===== src/hdl/prbc_pkg.sv =====
`default_nettype none

package prbc_pkg;

    // fixed field widths
    localparam int CFG_W    = 12;
    localparam int CFG_IDX_W = 3;
    localparam int BF_W     = 2;
    localparam int SKIP_W   = 11;
    localparam int BYTE_W   = 8;
    localparam int PIX_W    = 16;
    localparam int SUM_W    = 18;

    localparam int DIM_LIMIT_DEF = 4096;

    localparam logic [PIX_W-1:0] SAT_MAX = 16'hFFFF;

    // register indexes
    localparam logic [CFG_IDX_W-1:0] REG_BIN_FACTOR = 3'd0;
    localparam logic [CFG_IDX_W-1:0] REG_LEAD_SKIP  = 3'd1;
    localparam logic [CFG_IDX_W-1:0] REG_RAW_ROW    = 3'd2;
    localparam logic [CFG_IDX_W-1:0] REG_FRAME_ROWS = 3'd3;
    localparam logic [CFG_IDX_W-1:0] REG_OUT_WIDTH  = 3'd4;

    // reset values
    localparam logic [BF_W-1:0]   RST_BIN_FACTOR = 2'd1;
    localparam logic [SKIP_W-1:0] RST_LEAD_SKIP  = 11'd0;
    localparam logic [CFG_W-1:0]  RST_RAW_ROW    = 12'd3584;
    localparam logic [CFG_W-1:0]  RST_FRAME_ROWS = 12'd2574;
    localparam logic [CFG_W-1:0]  RST_OUT_WIDTH  = 12'd3584;

endpackage

`default_nettype wire


===== src/hdl/pixel_row_binning_crop_core.sv =====
// Horizontal pixel binning with a centered crop window. Each input word is one
// sensor pixel, high byte first. Leading pixels of a frame are dropped, each
// row is summed in groups of 1 to 3 pixels (saturating at 65535), and only the
// centered window of out_width binned pixels is emitted; the final pixel of a
// frame carries frame_last. Throughput is one word per clock unless the output
// stalls; a word passes through the input register and then the output register,
// with the binning counters and adder between them. The user must write registers
// through a plain write port only while the stream is idle; the block does not enforce it.
`default_nettype none

module pixel_row_binning_crop_core #(
    parameter int DIM_LIMIT = prbc_pkg::DIM_LIMIT_DEF
) (
    input  wire logic                           i_clk,
    input  wire logic                           i_rst_n,
    input  wire logic                           i_valid,
    output logic                                o_ready,
    input  wire logic [prbc_pkg::BYTE_W-1:0]    i_byte_first,
    input  wire logic [prbc_pkg::BYTE_W-1:0]    i_byte_second,
    output logic                                o_valid,
    input  wire logic                           i_ready,
    output logic [prbc_pkg::PIX_W-1:0]          o_pixel_value,
    output logic                                o_frame_last,
    input  wire logic                           i_cfg_we,
    input  wire logic [prbc_pkg::CFG_IDX_W-1:0] i_cfg_idx,
    input  wire logic [prbc_pkg::CFG_W-1:0]     i_cfg_data
);

    localparam int DW = $clog2(DIM_LIMIT);

    logic [prbc_pkg::BF_W-1:0]   bf;
    logic [prbc_pkg::SKIP_W-1:0] lead_skip;
    logic [DW-1:0]               rw, rows, used, left, win_end;

    logic                        r_in_valid;
    logic [prbc_pkg::BYTE_W-1:0] r_byte_first, r_byte_second;
    logic                        r_out_valid;
    logic [prbc_pkg::PIX_W-1:0]  r_pixel_value;
    logic                        r_frame_last;

    logic                        advance;
    logic                        emit;
    logic [prbc_pkg::PIX_W-1:0]  pixel_value;
    logic                        frame_last;

    prbc_cfg #(.DIM_LIMIT(DIM_LIMIT)) u_cfg (
        .i_clk       (i_clk),
        .i_rst_n     (i_rst_n),
        .i_cfg_we    (i_cfg_we),
        .i_cfg_idx   (i_cfg_idx),
        .i_cfg_data  (i_cfg_data),
        .o_bf        (bf),
        .o_lead_skip (lead_skip),
        .o_rw        (rw),
        .o_rows      (rows),
        .o_used      (used),
        .o_left      (left),
        .o_win_end   (win_end)
    );

    prbc_bin #(.DIM_LIMIT(DIM_LIMIT)) u_bin (
        .i_clk         (i_clk),
        .i_rst_n       (i_rst_n),
        .i_en          (advance),
        .i_byte_first  (r_byte_first),
        .i_byte_second (r_byte_second),
        .i_bf          (bf),
        .i_lead_skip   (lead_skip),
        .i_rw          (rw),
        .i_rows        (rows),
        .i_used        (used),
        .i_left        (left),
        .i_win_end     (win_end),
        .o_emit        (emit),
        .o_pixel_value (pixel_value),
        .o_frame_last  (frame_last)
    );

    // the held word moves on once the output register is free or being drained
    assign advance = r_in_valid && (!r_out_valid || i_ready);
    assign o_ready = !r_in_valid || advance;

    always_ff @(posedge i_clk) begin
        if (!i_rst_n) begin
            r_in_valid  <= 1'b0;
            r_out_valid <= 1'b0;
        end else begin
            if (o_ready) begin
                r_in_valid <= i_valid;
            end
            if (advance) begin
                r_out_valid <= emit;
            end else if (i_ready) begin
                r_out_valid <= 1'b0;
            end
        end
    end

    always_ff @(posedge i_clk) begin
        if (o_ready && i_valid) begin
            r_byte_first  <= i_byte_first;
            r_byte_second <= i_byte_second;
        end
        if (advance && emit) begin
            r_pixel_value <= pixel_value;
            r_frame_last  <= frame_last;
        end
    end

    assign o_valid       = r_out_valid;
    assign o_pixel_value = r_pixel_value;
    assign o_frame_last  = r_frame_last;

`ifndef SYNTHESIS
    a_hold_in: assert property (@(posedge i_clk) disable iff (!i_rst_n)
        r_in_valid && !advance |=> r_in_valid && $stable(r_byte_first)
                                   && $stable(r_byte_second))
        else $error("held input word lost");

    a_ready_empty: assert property (@(posedge i_clk) disable iff (!i_rst_n)
        !r_in_valid |-> o_ready)
        else $error("ready low with empty input register");

    a_drain: assert property (@(posedge i_clk) disable iff (!i_rst_n)
        r_out_valid && i_ready && !advance |=> !r_out_valid)
        else $error("output word repeated");

    a_no_emit_stall: assert property (@(posedge i_clk) disable iff (!i_rst_n)
        r_out_valid && !i_ready |-> !advance)
        else $error("pipeline advanced over a stalled result");
`endif

endmodule

`default_nettype wire


===== src/hdl/prbc_cfg.sv =====
`default_nettype none

module prbc_cfg #(
    parameter int DIM_LIMIT = prbc_pkg::DIM_LIMIT_DEF,
    localparam int DW = $clog2(DIM_LIMIT)
) (
    input  wire logic                           i_clk,
    input  wire logic                           i_rst_n,
    input  wire logic                           i_cfg_we,
    input  wire logic [prbc_pkg::CFG_IDX_W-1:0] i_cfg_idx,
    input  wire logic [prbc_pkg::CFG_W-1:0]     i_cfg_data,
    output logic [prbc_pkg::BF_W-1:0]           o_bf,
    output logic [prbc_pkg::SKIP_W-1:0]         o_lead_skip,
    output logic [DW-1:0]                       o_rw,
    output logic [DW-1:0]                       o_rows,
    output logic [DW-1:0]                       o_used,
    output logic [DW-1:0]                       o_left,
    output logic [DW-1:0]                       o_win_end
);

    localparam int XW  = (DW > prbc_pkg::CFG_W) ? DW : prbc_pkg::CFG_W;
    localparam int LIM = DIM_LIMIT - 1;
    // reciprocal of 3, one correction step after the multiply
    localparam int S   = DW + 2;
    localparam logic [S-1:0] K3 = S'((2 ** S) / 3);

    logic [prbc_pkg::BF_W-1:0]   r_bin_factor;
    logic [prbc_pkg::SKIP_W-1:0] r_lead_skip;
    logic [prbc_pkg::CFG_W-1:0]  r_raw_row;
    logic [prbc_pkg::CFG_W-1:0]  r_frame_rows;
    logic [prbc_pkg::CFG_W-1:0]  r_out_width;

    always_ff @(posedge i_clk) begin
        if (!i_rst_n) begin
            r_bin_factor <= prbc_pkg::RST_BIN_FACTOR;
            r_lead_skip  <= prbc_pkg::RST_LEAD_SKIP;
            r_raw_row    <= prbc_pkg::RST_RAW_ROW;
            r_frame_rows <= prbc_pkg::RST_FRAME_ROWS;
            r_out_width  <= prbc_pkg::RST_OUT_WIDTH;
        end else if (i_cfg_we) begin
            case (i_cfg_idx)
                prbc_pkg::REG_BIN_FACTOR: r_bin_factor <= i_cfg_data[prbc_pkg::BF_W-1:0];
                prbc_pkg::REG_LEAD_SKIP:  r_lead_skip  <= i_cfg_data[prbc_pkg::SKIP_W-1:0];
                prbc_pkg::REG_RAW_ROW:    r_raw_row    <= i_cfg_data;
                prbc_pkg::REG_FRAME_ROWS: r_frame_rows <= i_cfg_data;
                prbc_pkg::REG_OUT_WIDTH:  r_out_width  <= i_cfg_data;
                default: ;
            endcase
        end
    end

    function automatic logic [DW-1:0] clamp_dim(input logic [prbc_pkg::CFG_W-1:0] v,
                                                 input logic zero_is_one);
        logic [XW-1:0] x;
        x = XW'(v);
        if (zero_is_one && x == '0) x = XW'(1);
        if (x > XW'(LIM)) x = XW'(LIM);
        return x[DW-1:0];
    endfunction

    logic [DW-1:0]   rw, ow, bw, q0, q3, win;
    logic [DW+S-1:0] prod;
    logic [DW+1:0]   three_q, rem;
    logic [DW+1:0]   used_w;

    assign o_bf        = (r_bin_factor == '0) ? prbc_pkg::BF_W'(1) : r_bin_factor;
    assign o_lead_skip = r_lead_skip;
    assign rw          = clamp_dim(r_raw_row, 1'b1);
    assign o_rw        = rw;
    assign o_rows      = clamp_dim(r_frame_rows, 1'b1);
    assign ow          = clamp_dim(r_out_width, 1'b0);

    assign prod    = (DW+S)'(rw) * (DW+S)'(K3);
    assign q0      = prod[DW+S-1:S];
    assign three_q = {1'b0, q0, 1'b0} + (DW+2)'(q0);
    assign rem     = (DW+2)'(rw) - three_q;
    assign q3      = (rem >= (DW+2)'(3)) ? q0 + 1'b1 : q0;

    always_comb begin
        case (o_bf)
            2'd1: begin
                bw     = rw;
                used_w = (DW+2)'(rw);
            end
            2'd2: begin
                bw     = {1'b0, rw[DW-1:1]};
                used_w = (DW+2)'({bw, 1'b0});
            end
            default: begin
                bw     = q3;
                used_w = (DW+2)'({bw, 1'b0}) + (DW+2)'(bw);
            end
        endcase
    end

    assign o_used    = used_w[DW-1:0];
    assign win       = (ow < bw) ? ow : bw;
    assign o_left    = (bw - win) >> 1;
    assign o_win_end = o_left + win;

endmodule

`default_nettype wire


===== src/hdl/prbc_bin.sv =====
`default_nettype none

module prbc_bin #(
    parameter int DIM_LIMIT = prbc_pkg::DIM_LIMIT_DEF,
    localparam int DW = $clog2(DIM_LIMIT)
) (
    input  wire logic                        i_clk,
    input  wire logic                        i_rst_n,
    input  wire logic                        i_en,
    input  wire logic [prbc_pkg::BYTE_W-1:0] i_byte_first,
    input  wire logic [prbc_pkg::BYTE_W-1:0] i_byte_second,
    input  wire logic [prbc_pkg::BF_W-1:0]   i_bf,
    input  wire logic [prbc_pkg::SKIP_W-1:0] i_lead_skip,
    input  wire logic [DW-1:0]               i_rw,
    input  wire logic [DW-1:0]               i_rows,
    input  wire logic [DW-1:0]               i_used,
    input  wire logic [DW-1:0]               i_left,
    input  wire logic [DW-1:0]               i_win_end,
    output logic                             o_emit,
    output logic [prbc_pkg::PIX_W-1:0]       o_pixel_value,
    output logic                             o_frame_last
);

    logic                        r_active,   n_active;
    logic [prbc_pkg::SKIP_W-1:0] r_skip,     n_skip;
    logic [DW-1:0]               r_raw_col,  n_raw_col;
    logic [prbc_pkg::BF_W-1:0]   r_phase,    n_phase;
    logic [prbc_pkg::SUM_W-1:0]  r_sum,      n_sum;
    logic [DW-1:0]               r_bin_col,  n_bin_col;
    logic [DW-1:0]               r_row,      n_row;

    logic [prbc_pkg::SKIP_W-1:0] skip_cur;
    logic [prbc_pkg::PIX_W-1:0]  pix;
    logic [prbc_pkg::SUM_W-1:0]  sum_add;
    logic [prbc_pkg::BF_W-1:0]   phase_add;
    logic [DW:0]                 raw_next;
    logic                        in_window;

    assign skip_cur  = r_active ? r_skip : i_lead_skip;
    assign pix       = {i_byte_first, i_byte_second};
    assign sum_add   = r_sum + prbc_pkg::SUM_W'(pix);
    assign phase_add = r_phase + 1'b1;
    assign raw_next  = (DW+1)'(r_raw_col) + 1'b1;
    assign in_window = (r_bin_col >= i_left) && (r_bin_col < i_win_end);

    always_comb begin
        n_active      = r_active;
        n_skip        = r_skip;
        n_raw_col     = r_raw_col;
        n_phase       = r_phase;
        n_sum         = r_sum;
        n_bin_col     = r_bin_col;
        n_row         = r_row;
        o_emit        = 1'b0;
        o_frame_last  = (r_row == i_rows - 1'b1) && (r_bin_col == i_win_end - 1'b1);
        o_pixel_value = (sum_add > prbc_pkg::SUM_W'(prbc_pkg::SAT_MAX)) ?
                        prbc_pkg::SAT_MAX : sum_add[prbc_pkg::PIX_W-1:0];
        if (i_en) begin
            n_active = 1'b1;
            if (skip_cur != '0) begin
                n_skip = skip_cur - 1'b1;
            end else begin
                n_skip = skip_cur;
                if (r_raw_col < i_used) begin
                    if (phase_add >= i_bf) begin
                        o_emit    = in_window;
                        n_bin_col = r_bin_col + 1'b1;
                        n_sum     = '0;
                        n_phase   = '0;
                    end else begin
                        n_sum   = sum_add;
                        n_phase = phase_add;
                    end
                end
                n_raw_col = raw_next[DW-1:0];
                // end of row: clear group state, step row, close frame after last row
                if (raw_next >= (DW+1)'(i_rw)) begin
                    n_raw_col = '0;
                    n_bin_col = '0;
                    n_sum     = '0;
                    n_phase   = '0;
                    n_row     = r_row + 1'b1;
                    if ((DW+1)'(r_row) + 1'b1 >= (DW+1)'(i_rows)) begin
                        n_row    = '0;
                        n_active = 1'b0;
                    end
                end
            end
        end
    end

    always_ff @(posedge i_clk) begin
        if (!i_rst_n) begin
            r_active  <= 1'b0;
            r_skip    <= '0;
            r_raw_col <= '0;
            r_phase   <= '0;
            r_sum     <= '0;
            r_bin_col <= '0;
            r_row     <= '0;
        end else begin
            r_active  <= n_active;
            r_skip    <= n_skip;
            r_raw_col <= n_raw_col;
            r_phase   <= n_phase;
            r_sum     <= n_sum;
            r_bin_col <= n_bin_col;
            r_row     <= n_row;
        end
    end

endmodule

`default_nettype wire


===== config.mk =====
export PLATFORM = sky130hd
export DESIGN_NAME = pixel_row_binning_crop_core
export DESIGN_NICKNAME = d
export VERILOG_FILES = /design/src/hdl/prbc_pkg.sv /design/src/hdl/pixel_row_binning_crop_core.sv /design/src/hdl/prbc_cfg.sv /design/src/hdl/prbc_bin.sv
export SDC_FILE = /design/constraint.sdc
export NUM_CORES = 1
export LEC_CHECK = 0
export BUFFER_PORTS_ARGS = -buffer_cell sky130_fd_sc_hd__buf_2
export CORE_ASPECT_RATIO = 1.4
export CORE_MARGIN = 2
export CORE_UTILIZATION = 45
export CTS_CLUSTER_DIAMETER = 120
export DETAILED_ROUTE_END_ITERATION = 10
export SYNTH_ARGS = -nofsm -noshare
export SYNTH_HDL_FRONTEND = slang
export SYNTH_SLANG_ARGS = --single-unit
export TNS_END_PERCENT = 1

===== constraint.sdc =====
create_clock -name i_clk -period 20.2 [get_ports i_clk]
set_clock_uncertainty 0.15 [all_clocks]
set_input_delay 1.01 -clock i_clk [delete_from_list [all_inputs] [get_ports i_clk]]
set_output_delay 1.01 -clock i_clk [all_outputs]
set_load 0.01 [all_outputs]

## Yosys cells after proc, flatten, opt, wreduce, memory -nomap -nowiden

Index checks and enable logic that the tools add are counted.

| storage, ports and cells | value |
|---|---|
| flip-flop bits (word level) | 152 |
| input bits | 36 |
| output and inout bits | 19 |
| word-level logic and storage cells | 113 |

| operators by class | value |
|---|---|
| $add $sub $neg | 15 |
| $mul | 1 |
| order comparisons | 12 |
| eq/ne operators | 8 |
| multiplexer cells | 32 |
| bitwise gates (word level) | 1 |
| reductions and logical operators | 26 |

Operator list:

| kind | number |
|---|---|
| two-way mux 12 bit | 12 |
| two-way mux 18 bit | 3 |
| one-hot mux 12 bit (2 select lines) | 2 |
| > comparator 12 bit, second input constant | 3 |
| < comparator 12 bit | 3 |
| adder 12 x 1 -> 13 bit, second input constant | 2 |
| >= comparator 13 x 12 -> 1 bit | 2 |
| multiplier 12 x 13 -> 25 bit, second input constant | 1 |
| adder 12 x 1 -> 12 bit, second input constant | 2 |
| == test 12 bit | 2 |
| logical NOT 12 bit | 2 |
| subtractor 12 x 1 -> 12 bit, second input constant | 2 |
| two-way mux 11 bit | 2 |
| adder 18 x 16 -> 18 bit | 1 |
| > comparator 18 x 16 -> 1 bit, second input constant | 1 |
| >= comparator 14 x 2 -> 1 bit, second input constant | 1 |
| subtractor 12 x 14 -> 14 bit | 1 |
| adder 12 x 11 -> 13 bit | 1 |
| adder 11 x 1 -> 12 bit, second input constant | 1 |
| adder 11 x 12 -> 12 bit | 1 |
| adder 12 bit | 1 |
| >= comparator 12 x 11 -> 1 bit | 1 |
| AND reduction 2 bit | 6 |
| subtractor 12 bit | 1 |
| 20 further kinds | 41 |

## Depth between registers and ports, before layout

Gate-level depths: netlist (run 1).

| depth | value |
|---|---|
| depth in word-level cells | 21 |
| gate-level depth with buffers | 77 |
| gate-level depth less buffers | 75 |

## Modules after synthesis

Synthesis (run 1) repeated with hierarchy kept, for this count alone.

| second synthesis, totals | value |
|---|---|
| cell total of the unflattened synthesis | 1850 |
| area total of the unflattened synthesis | 15114.5 um^2 |

By module, submodules not included:

| module | times used | cells each | area an instance (um^2) | seq. area each (um^2) |
|---|---|---|---|---|
| prbc_cfg | 1 | 929 | 7338.3 | 980.9 |
| prbc_bin | 1 | 875 | 6672.6 | 1361.3 |
| pixel_row_binning_crop_core | 1 | 46 | 1103.6 | 1031.0 |

## Least setup slack after synthesis (run 1)

OpenSTA, ideal clock, no wires.

| timing | value |
|---|---|
| kind | register to register |
| start point | register u_cfg.r_raw_row[8] in the netlist's numbering |
| end point | register r_frame_last (netlist: o_frame_last) (enable) |
| setup time | 420 ps |
| arrival time | 16496 ps |
| data required time | 19630 ps |
| slack | 3134 ps |
| cell stages (with the launch flop) | 70 |
| path buffers | 3 |
| period minus slack after synthesis | 17066 ps |
| cells stage by stage | dfxtp_1 -> clkbuf_1 -> ha_1 -> fa_1 -> inv_1 -> fa_1 -> inv_1 -> fa_1 -> fa_1 -> ha_1 -> and2_1 -> a221oi_1 -> o31ai_1 -> a21o_2 -> xor2_1 -> ha_1 -> a21oi_1 -> or2b_2 -> [... 34 more ...] -> fa_1 -> a21o_1 -> a21oi_1 -> o21bai_1 -> a21oi_1 -> o21bai_1 -> a21oi_1 -> xnor2_1 -> ha_1 -> o41ai_1 -> xnor2_1 -> ha_1 -> o21ai_0 -> a21oi_1 -> o21ai_0 -> a21oi_1 -> maj3_1 -> a211oi_1 |

| on the way | value |
|---|---|
| word-level cells in the longest chain between the ends | 21 |
| elaborated cells between the ends (all ways) | 26 |
| those cells by class | add/sub (6); mul (1); order compare (6); mux (10); reduce/logical (3) |

Ends and longest elaborated chain:

| element | RTL line | source |
|---|---|---|
| start: declaration | prbc_cfg.sv:29 | `logic [prbc_pkg::CFG_W-1:0] r_raw_row;` |
| start signal: assignment | prbc_cfg.sv:37 | `r_raw_row <= prbc_pkg::RST_RAW_ROW;` |
| start signal: assignment | prbc_cfg.sv:44 | `prbc_pkg::REG_RAW_ROW: r_raw_row <= i_cfg_data;` |
| logical NOT 12 bit | prbc_cfg.sv:56 | `if (zero_is_one && x == '0) x = XW'(1);` |
| two-way mux 12 bit * | prbc_cfg.sv:56 |  |
| > comparator 12 bit | prbc_cfg.sv:57 | `if (x > XW'(LIM)) x = XW'(LIM);` |
| two-way mux 12 bit * | prbc_cfg.sv:57 |  |
| multiplier 12 x 13 -> 25 bit | prbc_cfg.sv:73 | `assign prod = (DW+S)'(rw) * (DW+S)'(K3);` |
| adder 12 x 11 -> 13 bit | prbc_cfg.sv:75 | `assign three_q = {1'b0, q0, 1'b0} + (DW+2)'(q0);` |
| subtractor 12 x 14 -> 14 bit | prbc_cfg.sv:76 | `assign rem = (DW+2)'(rw) - three_q;` |
| >= comparator 14 x 2 -> 1 bit | prbc_cfg.sv:77 | `assign q3 = (rem >= (DW+2)'(3)) ? q0 + 1'b1 : q0;` |
| [... 5 more ...] | -- |  |
| adder 11 x 12 -> 12 bit | prbc_cfg.sv:99 | `assign o_win_end = o_left + win;` |
| < comparator 12 bit | prbc_bin.sv:44 | `assign in_window = (r_bin_col >= i_left) && (r_bin_col < i_win_end);` |
| logical AND 1 bit | prbc_bin.sv:44 |  |
| two-way mux 1 bit | prbc_bin.sv:65 | `if (phase_add >= i_bf) begin` |
| two-way mux 1 bit * | prbc_bin.sv:64 | `if (r_raw_col < i_used) begin` |
| two-way mux 1 bit * | prbc_bin.sv:60 | `if (skip_cur != '0) begin` |
| two-way mux 1 bit * | prbc_bin.sv:58 | `if (i_en) begin` |
| logical AND 1 bit * | pixel_row_binning_crop_core.sv:104 | `if (advance && emit) begin` |
| end signal: assignment | pixel_row_binning_crop_core.sv:106 | `r_frame_last <= frame_last;` |
| end: declaration | pixel_row_binning_crop_core.sv:39 | `logic r_frame_last;` |

Every way passes the cells marked *; elsewhere a longest branch is shown, timed or not.
A chain may end at the register's enable or synchronous reset.

## Final worst setup path (run 1)

| timing | value |
|---|---|
| start point | register u_cfg.r_raw_row[7] in the netlist's numbering |
| end point | register r_pixel_value (netlist bit o_pixel_value[8]) (enable) |

| on the way | value |
|---|---|
| word-level cells in the longest chain between the ends | 21 |
| elaborated cells between the ends (all ways) | 26 |
| those cells by class | add/sub (6); mul (1); order compare (6); mux (10); reduce/logical (3) |

Ends and longest elaborated chain:

| element | RTL line | source |
|---|---|---|
| logical NOT 12 bit | prbc_cfg.sv:56 |  |
| two-way mux 12 bit * | prbc_cfg.sv:56 |  |
| > comparator 12 bit | prbc_cfg.sv:57 |  |
| two-way mux 12 bit * | prbc_cfg.sv:57 |  |
| multiplier 12 x 13 -> 25 bit | prbc_cfg.sv:73 |  |
| adder 12 x 11 -> 13 bit | prbc_cfg.sv:75 |  |
| subtractor 12 x 14 -> 14 bit | prbc_cfg.sv:76 |  |
| >= comparator 14 x 2 -> 1 bit | prbc_cfg.sv:77 |  |
| [... 5 more ...] | -- |  |
| adder 11 x 12 -> 12 bit | prbc_cfg.sv:99 |  |
| < comparator 12 bit | prbc_bin.sv:44 |  |
| logical AND 1 bit | prbc_bin.sv:44 |  |
| two-way mux 1 bit | prbc_bin.sv:65 |  |
| two-way mux 1 bit * | prbc_bin.sv:64 |  |
| two-way mux 1 bit * | prbc_bin.sv:60 |  |
| two-way mux 1 bit * | prbc_bin.sv:58 |  |
| logical AND 1 bit * | pixel_row_binning_crop_core.sv:104 |  |
| end signal: assignment | pixel_row_binning_crop_core.sv:105 | `r_pixel_value <= pixel_value;` |
| end: declaration | pixel_row_binning_crop_core.sv:38 | `logic [prbc_pkg::PIX_W-1:0] r_pixel_value;` |

Marked as above.

==> results of run 1 <==
area by class of cell:
cell class	count	share of cell area, %
Clock buffer	18	2.72
Clock inverter	14	0.776
Inverter	149	3.54
Multi-Input combinational cell	1416	66.1
Sequential cell	152	21.4
Tap cell	440	3.49
Timing Repair Buffer	61	2.04
power by group through the flow:
stage	clock network, mW	registers (mW)	logic [mW]
after floorplan	0	0.328	0.653
after global placement	0	0.331	0.822
after detailed placement	0	0.332	0.832
after CTS	0.310	0.325	0.836
after global routing	0.320	0.326	0.940
final	0.305	0.325	0.837
layout by cell type, fill, tap and decap left out, types with 11 or more instances in the layout:
master	netlist	final
o21ai_0	70	70
edfxtp_1	33	33
nand2b_1	19	19
ha_1	202	202
nand2_1	194	194
and2_1	11	11
nor2_1	117	117
xnor2_1	85	85
xor2_1	41	41
or3_1	21	21
fa_1	36	36
o21bai_1	14	14
clkbuf_16	0	17
o211ai_1	17	17
nor2b_1	16	16
dfxtp_1	119	119
nand3_1	50	50
o21a_1	16	16
a21oi_1	178	178
nor3_1	38	38
a21o_1	55	55
mux2i_1	25	25
inv_1	149	148
nand4_1	17	17
buf_2	5	54
and3_1	27	27
state kept, by name (all words and copies together), names as in the netlist, 12 cells and up:
signal,count
u_cfg.r_out_width,12
u_cfg.r_raw_row,12
u_bin.r_bin_col,12
u_cfg.r_frame_rows,12
u_bin.r_row,12
u_bin.r_sum,18
u_bin.r_raw_col,12
o_pixel_value,16
metrics by stage:
step	std cells	hold WS (ns)	setup slack (ns)	power, mW
CTS	2250	0.306	2.13	1.47
detailed placement	2218	0.297	2.20	1.16
finish	2250	0.301	2.01	1.47
global route	2250	0.324	0.859	1.59
floorplan	1796	0.282	3.13	0.981
global placement	2218	0.291	2.63	1.15
final timing paths:
| check | start | end | slack [ns] | depth (start not counted) |
|---|---|---|---|---|
| max | u_cfg.r_raw_row[7] | o_pixel_value[8] | 2.01 | 69 |
| max reg2reg | u_cfg.r_raw_row[7] | o_pixel_value[8] | 2.01 | 69 |
| min | u_bin.r_skip[1] | u_bin.r_skip[1] | 0.30 | 2 |
| min reg2reg | u_bin.r_skip[1] | u_bin.r_skip[1] | 0.30 | 2 |
worst max-delay path: cells and delay by family, from the launching register on:
| kind | cells | cell delay, ns |
|---|---|---|
| AND/OR/NAND/NOR | 10 | 2.12 |
| XOR/XNOR | 5 | 1.24 |
| buffers and inverters | 5 | 0.65 |
| adder cells (fa/ha/maj) | 12 | 4.27 |
| AO/OA/AOI/OAI | 37 | 8.67 |
| flip-flops | 1 | 0.64 |
logic make-up (layout without fill, tap and decap cells):
| group | count (synthesis) | in the layout | synth area share (%) |
|---|---|---|---|
| AOI/OAI and AO/OA | 450 | 450 | 19.8 |
| buffers and inverters | 228 | 242 | 6.02 |
| DFF | 152 | 152 | 23.0 |
| xor gates and xnor gates | 128 | 128 | 7.82 |
| muxes | 32 | 32 | 2.24 |
| and+or+nand+nor | 567 | 567 | 18.9 |
| adders and majority gates | 239 | 239 | 22.2 |
cells in the mapped netlist (4+ instances only):
| cell type | instances | share of area [%] |
|---|---|---|
| nor3_1 | 38 | 1.3 |
| buf_1 | 4 | 0.10 |
| a31oi_1 | 5 | 0.21 |
| a211o_1 | 5 | 0.30 |
| inv_1 | 149 | 3.8 |
| o31ai_1 | 8 | 0.41 |
| xnor2_1 | 85 | 5.1 |
| nand2_1 | 194 | 5.0 |
| or3_1 | 21 | 0.90 |
| mux2_2 | 7 | 0.54 |
| edfxtp_1 | 33 | 6.8 |
| nor4_1 | 8 | 0.34 |
| nand2b_1 | 19 | 0.81 |
| fa_1 | 36 | 4.9 |
| and2_1 | 11 | 0.47 |
| a22o_1 | 4 | 0.24 |
| o22ai_1 | 6 | 0.26 |
| o41ai_1 | 4 | 0.24 |
| ha_1 | 202 | 17 |
| o21a_1 | 16 | 0.82 |
| a21o_1 | 55 | 2.8 |
| clkbuf_1 | 67 | 1.7 |
| a221o_1 | 6 | 0.41 |
| nand4_1 | 17 | 0.72 |
| mux2i_1 | 25 | 1.7 |
| a21oi_1 | 178 | 6.1 |
| xor2_1 | 41 | 2.4 |
| o21ai_0 | 70 | 2.4 |
| a221oi_1 | 4 | 0.24 |
| nor2b_1 | 16 | 0.68 |
| and3_1 | 27 | 1.2 |
| dfxtp_1 | 119 | 16 |
| nor2_1 | 117 | 3.0 |
| o211ai_1 | 17 | 0.87 |
| a211oi_1 | 11 | 0.56 |
| buf_2 | 5 | 0.17 |
| or2_2 | 7 | 0.30 |
| nand3b_1 | 8 | 0.41 |
| nand3_1 | 50 | 1.7 |
| o21bai_1 | 14 | 0.72 |
metal layers:
layer / part of all wire, % / global-route usage (%) / up-vias
met2: 52 / 45.7 / 269
met5: 0 / 0 / -
met3: 3.0 / 2.48 / 107
li1: - / - / 6324
met4: 5.6 / 14.2 / 0
met1: 39 / 26.0 / 6062
==> flow_metrics.env, run 1 <==
export IMPL_root_buffer="clkbuf_16"
export IMPL_track_usage_pct=24.3
export IMPL_p_int_uw=833
export IMPL_insertion_delay_ns=0.44
export IMPL_io_pins=55
export IMPL_clkTransAtPathRegs_ns=0.06
export IMPL_dieArea_um2=34100
export IMPL_cts_resized=0
export IMPL_powerDensity_nw_per_um2=92.9
export IMPL_gp_congestion=0.944
export IMPL_p_comb_share_pct=57.1
export IMPL_syn_area_per_cell_um2=8.17
export IMPL_ys_async_sr_fraction_pct=0
export IMPL_critPathMaxFanout=26
export IMPL_grt_setup_unrepaired="no"
export IMPL_swShare_pct=43.2
export IMPL_fillCellCount=3193
export IMPL_finalMaxSlewViolations=0
export IMPL_hold_buffers=0
export IMPL_antenna_diode_count=0
export IMPL_syn_area_um2=14700
export IMPL_cts_sinks=152
export IMPL_cap_viol_max_count=0
export IMPL_fin_util_pct=48.9
export IMPL_drc=0
export IMPL_hold_viol=0
export IMPL_die_w_um=157
export IMPL_fp_dieH_um=218
export IMPL_p_sw_uw=634
export IMPL_finalWirelength_mm=40.9
export IMPL_critPathKind="reg -> reg"
export IMPL_critPathRequiredTime_ns=20.11
export IMPL_grt_max_degree=68
export IMPL_grt_pass1_vias=12700
export IMPL_cp_start_kind="flip-flop"
export IMPL_row_count=78
export IMPL_design_core_area_um2=32300
export IMPL_crit_slowest_cell="a211oi_4"
export IMPL_ys_types=100
export IMPL_cellLeakagePower_nw=7.10
export IMPL_fmax_ghz=0.0550
export IMPL_worstSetupEndpointType="flip-flop"
export IMPL_wl_per_cell_um=18.2
export IMPL_hold_path_class="reg -> reg"
export IMPL_syn2layout_area_growth_pct=7.59
export IMPL_start_util_pct=45.4
export IMPL_cts_tree="done"
export IMPL_final_area_um2=15800
export IMPL_drive_above_1_share_pct=8.01
export IMPL_overflow=0
export IMPL_final_nets=2071
export IMPL_synth_warnings=0
export IMPL_grt_pass1_wl_mm=64.9
export IMPL_synth_seq_area_share_pct=23.0
export IMPL_synth_edff_count=33
export IMPL_placed_area_um2=15200
export IMPL_synth_ff_type="dfxtp_1"
export IMPL_seq_area_um2=3370
export IMPL_postCtsSetupRepairBufs=0
export IMPL_ir_drop_mv=0.0708
export IMPL_multiInputGateArea_um2=10400
export IMPL_status="complete, no violations"
export IMPL_cts_buffer_depth=2
export IMPL_ys_seq_elements=152
export IMPL_cts_htree_levels=4
export IMPL_drtPass1Iterations=5
export IMPL_pwr_share_clk_pct=20.8
export IMPL_ant_nets=0
export IMPL_slew_headroom_pct=18.5
export IMPL_antenna_found_initial=0
export IMPL_p_seq_share_pct=22.2
export IMPL_port_buffers=54
export IMPL_vias=12800
export IMPL_vias_per_cell=5.67
export IMPL_setup_viol=0
export IMPL_syn_num_nets=2070
export IMPL_drtIter0Drc=650
export IMPL_syn_inst=1796
export IMPL_period_share_pct=90.1
export IMPL_cts_buffers=17
export IMPL_crit_path_max_incr_delay_ns=0.88
export IMPL_worst_pin_slew_ns=1.22
export IMPL_dp_hpwl_mm=32.6
export IMPL_finalCriticalPeriod_ns=18.19
export IMPL_setup_tns_ns=0
export IMPL_worst_ep_arrival_time_ns=18.10
No activity file was read; power rests on OpenSTA's default activity.
==> inputs of run 2 (changes only) <==
- ABC_AREA: not set -> 1
- BUFFER_PORTS_ARGS: -buffer_cell sky130_fd_sc_hd__buf_2 -> -buffer_cell sky130_fd_sc_hd__buf_4
==> run 2 against run 1 <==
Net effect:
- first-iteration DRC count increased by 16%
- routed wire length decreased by 0.12%
- global-route usage up 0.45 points
- critical path type unchanged
==> flow_metrics.env, run 2 <==
export IMPL_wl_met3_mm=1.33
export IMPL_cts_buffer_depth=2
export IMPL_antenna_diode_count=0
export IMPL_path_common_cell="nand2_1"
export IMPL_crit_path_max_incr_delay_ns=0.59
export IMPL_final_area_um2=16100
export IMPL_holdWs_ns=0.312
export IMPL_synth_seq_area_share_pct=22.9
export IMPL_track_usage_pct=24.8
export IMPL_slew_headroom_pct=30.5
export IMPL_cts_resized=0
export IMPL_period_share_pct=72.9
export IMPL_synth_most_common_cell="nand2_1"
export IMPL_worst_ep_arrival_time_ns=14.71
export IMPL_gp_congestion=0.928
export IMPL_vias=13000
export IMPL_r2r_slack_ns=5.48
export IMPL_critPathKind="reg -> reg"
export IMPL_syn_num_nets=2273
export IMPL_antenna_found_initial=0
export IMPL_cp_start_kind="flip-flop"
export IMPL_grt_setup_unrepaired="no"
export IMPL_drtPass1Iterations=6
export IMPL_start_util_pct=45.6
export IMPL_finalWirelength_mm=40.9
export IMPL_drive_above_1_share_pct=9.61
export IMPL_p_seq_share_pct=20.3
export IMPL_worst_pin_slew_ns=1.04
export IMPL_final_nets=2290
export IMPL_critPathRequiredTime_ns=20.18
export IMPL_synthTopCellsByArea="ha_1 17%, dfxtp_1 16%, nand2_1 8.7%"
export IMPL_cellLeakagePower_nw=7.95
export IMPL_largest_register_ffs=18
export IMPL_worstSetupEndpointType="flip-flop"
export IMPL_layout_common_cells="342 x nand2_1, 297 x inv_1, 202 x ha_1"
export IMPL_critPathMaxFanout=18
export IMPL_row_count=78
export IMPL_pwr_share_clk_pct=20.4
export IMPL_drtIter0Drc=752
export IMPL_setup_viol=0
export IMPL_crit_slowest_cell="fa_1"
export IMPL_synth_edff_count=33
export IMPL_ys_async_sr_fraction_pct=0
export IMPL_dieArea_um2=34200
export IMPL_fillCellCount=3256
export IMPL_p_int_uw=880
export IMPL_met1_length_mm=16.2
export IMPL_syn_area_um2=14700
export IMPL_cts_htree_levels=4
export IMPL_syn_inst=1999
export IMPL_fp_dieH_um=218
export IMPL_ys_types=65
export IMPL_vias_per_cell=5.28
export IMPL_port_buffers=54
export IMPL_ir_drop_mv=0.0705
export IMPL_top_register="u_bin.r_sum"
export IMPL_placed_area_um2=15500
export IMPL_layout_commonest_cell="nand2_1"
export IMPL_grt_pass1_vias=13100
export IMPL_powerDensity_nw_per_um2=102
export IMPL_setup_tns_ns=0
export IMPL_finalMaxSlewViolations=0
export IMPL_dr_wl_met2_mm=21.2
export IMPL_die_w_um=157
export IMPL_overflow=0
export IMPL_grt_pass1_wl_mm=66.0
export IMPL_root_buffer="clkbuf_16"
export IMPL_hold_buffers=0
export IMPL_wl_per_cell_um=16.5
export IMPL_cts_tree="done"
export IMPL_status="complete, no violations"
export IMPL_cap_viol_max_count=0
export IMPL_synthDominantCellAreaShare_pct=17.1
export IMPL_syn_area_per_cell_um2=7.37
export IMPL_cts_sinks=152
export IMPL_seq_area_um2=3370
export IMPL_io_pins=55
export IMPL_swShare_pct=46.5
export IMPL_multiInputGateArea_um2=9900
export IMPL_cts_buffers=17
export IMPL_hold_path_class="reg -> reg"
export IMPL_yosys_top_cells_count="342 x nand2_1, 297 x inv_1, 202 x ha_1, 175 x a21oi_1, 147 x nor2_1"
export IMPL_design_core_area_um2=32300
export IMPL_postCtsSetupRepairBufs=0
export IMPL_fmax_ghz=0.0679
export IMPL_yosysTopAreaCell="ha_1"
export IMPL_grt_max_degree=79
export IMPL_syn2layout_area_growth_pct=8.97
export IMPL_drc=0
export IMPL_p_comb_share_pct=59.4
export IMPL_synth_warnings=0
export IMPL_insertion_delay_ns=0.46
export IMPL_ys_seq_elements=152
export IMPL_ant_nets=0
export IMPL_hold_viol=0
export IMPL_synth_ff_type="dfxtp_1"
export IMPL_p_sw_uw=764
export IMPL_finalCriticalPeriod_ns=14.72
export IMPL_top_layer_used="met4"
export IMPL_dp_hpwl_mm=33.0
export IMPL_clkTransAtPathRegs_ns=0.07
## run 2: cell count changes after synthesis, sizes merged, moves of 27 or more
cell,before,now
nand2,194,378
inv,149,316
o21ai,73,132
xnor2,86,27
a21o,56,6
xor2,42,91
nand3,50,92
nor2,118,157
and3,30,3
## run 2: layer usage
metal  vias to the layer above  GRT usage [%]
met2                       265           46.2
met4                         0           13.0
met3                        97           3.13
met5                         -              0
met1                      6014           27.0
li1                       6652              -
## run 2: cell families (layout without fill, tap and decap cells)
group                    count (synthesis)  after routing  share of synthesized area (%)
AO/OA/AOI/OAI                          390            390                           15.4
XOR/XNOR                               118            118                           7.22
adder cells (fa/ha/maj)                238            238                           22.0
buffers and inverters                  380            410                           9.94
flip-flops                             152            152                           22.9
multiplexers                             6              6                          0.407
AND/OR/NAND/NOR                        715            715                           22.1
## run 2: critical path: cells and delay by family, from the launching register on
family                   cells  cell delay, ns
XOR/XNOR                     5            1.13
buffers and inverters       12            1.63
AO/OA/AOI/OAI               17            3.40
adder cells (fa/ha/maj)     11            4.28
flip-flops                   1            0.57
AND/OR/NAND/NOR             35            3.20
## run 2: path summary, 6_finish.rpt
| kind | from | to | cells after the start |
|---|---|---|---|
| setup / recovery | u_cfg.r_raw_row[5] | o_pixel_value[13] | 80 |
| hold / removal | u_bin.r_skip[6] | u_bin.r_skip[6] | 2 |
| setup reg to reg | u_cfg.r_raw_row[5] | o_pixel_value[13] | 80 |
| hold reg to reg | u_bin.r_skip[6] | u_bin.r_skip[6] | 2 |
## run 2: power groups by stage
stage | registers (mW) | clock network [mW] | logic [mW]
floorplan | 0.335 | 0 | 0.763
global placement | 0.340 | 0 | 0.973
detailed placement | 0.340 | 0 | 0.978
CTS | 0.333 | 0.340 | 0.983
global route | 0.335 | 0.352 | 1.11
finish | 0.333 | 0.335 | 0.977
## run 2: cell type report
cell class / count / share of cell area, %
clock buffers: 17 / 2.65
clock inverters: 15 / 1.07
inverters: 319 / 7.46
multi-input cells: 1467 / 61.6
flip-flops and latches: 152 / 21.0
well taps: 440 / 3.43
repair buffers: 59 / 2.76
## run 2: per-stage QoR
step / utilization (%) / worst slack [ns] / power, mW / std cells
after floorplan: - / 7.00 / 1.10 / 1999
after global routing: 49.7 / 3.87 / 1.79 / 2469
after detailed placement: 47.9 / 5.58 / 1.32 / 2437
after global placement: 47.9 / 5.70 / 1.31 / 2437
final: 49.7 / 5.48 / 1.64 / 2469
after CTS: 49.7 / 5.49 / 1.66 / 2469
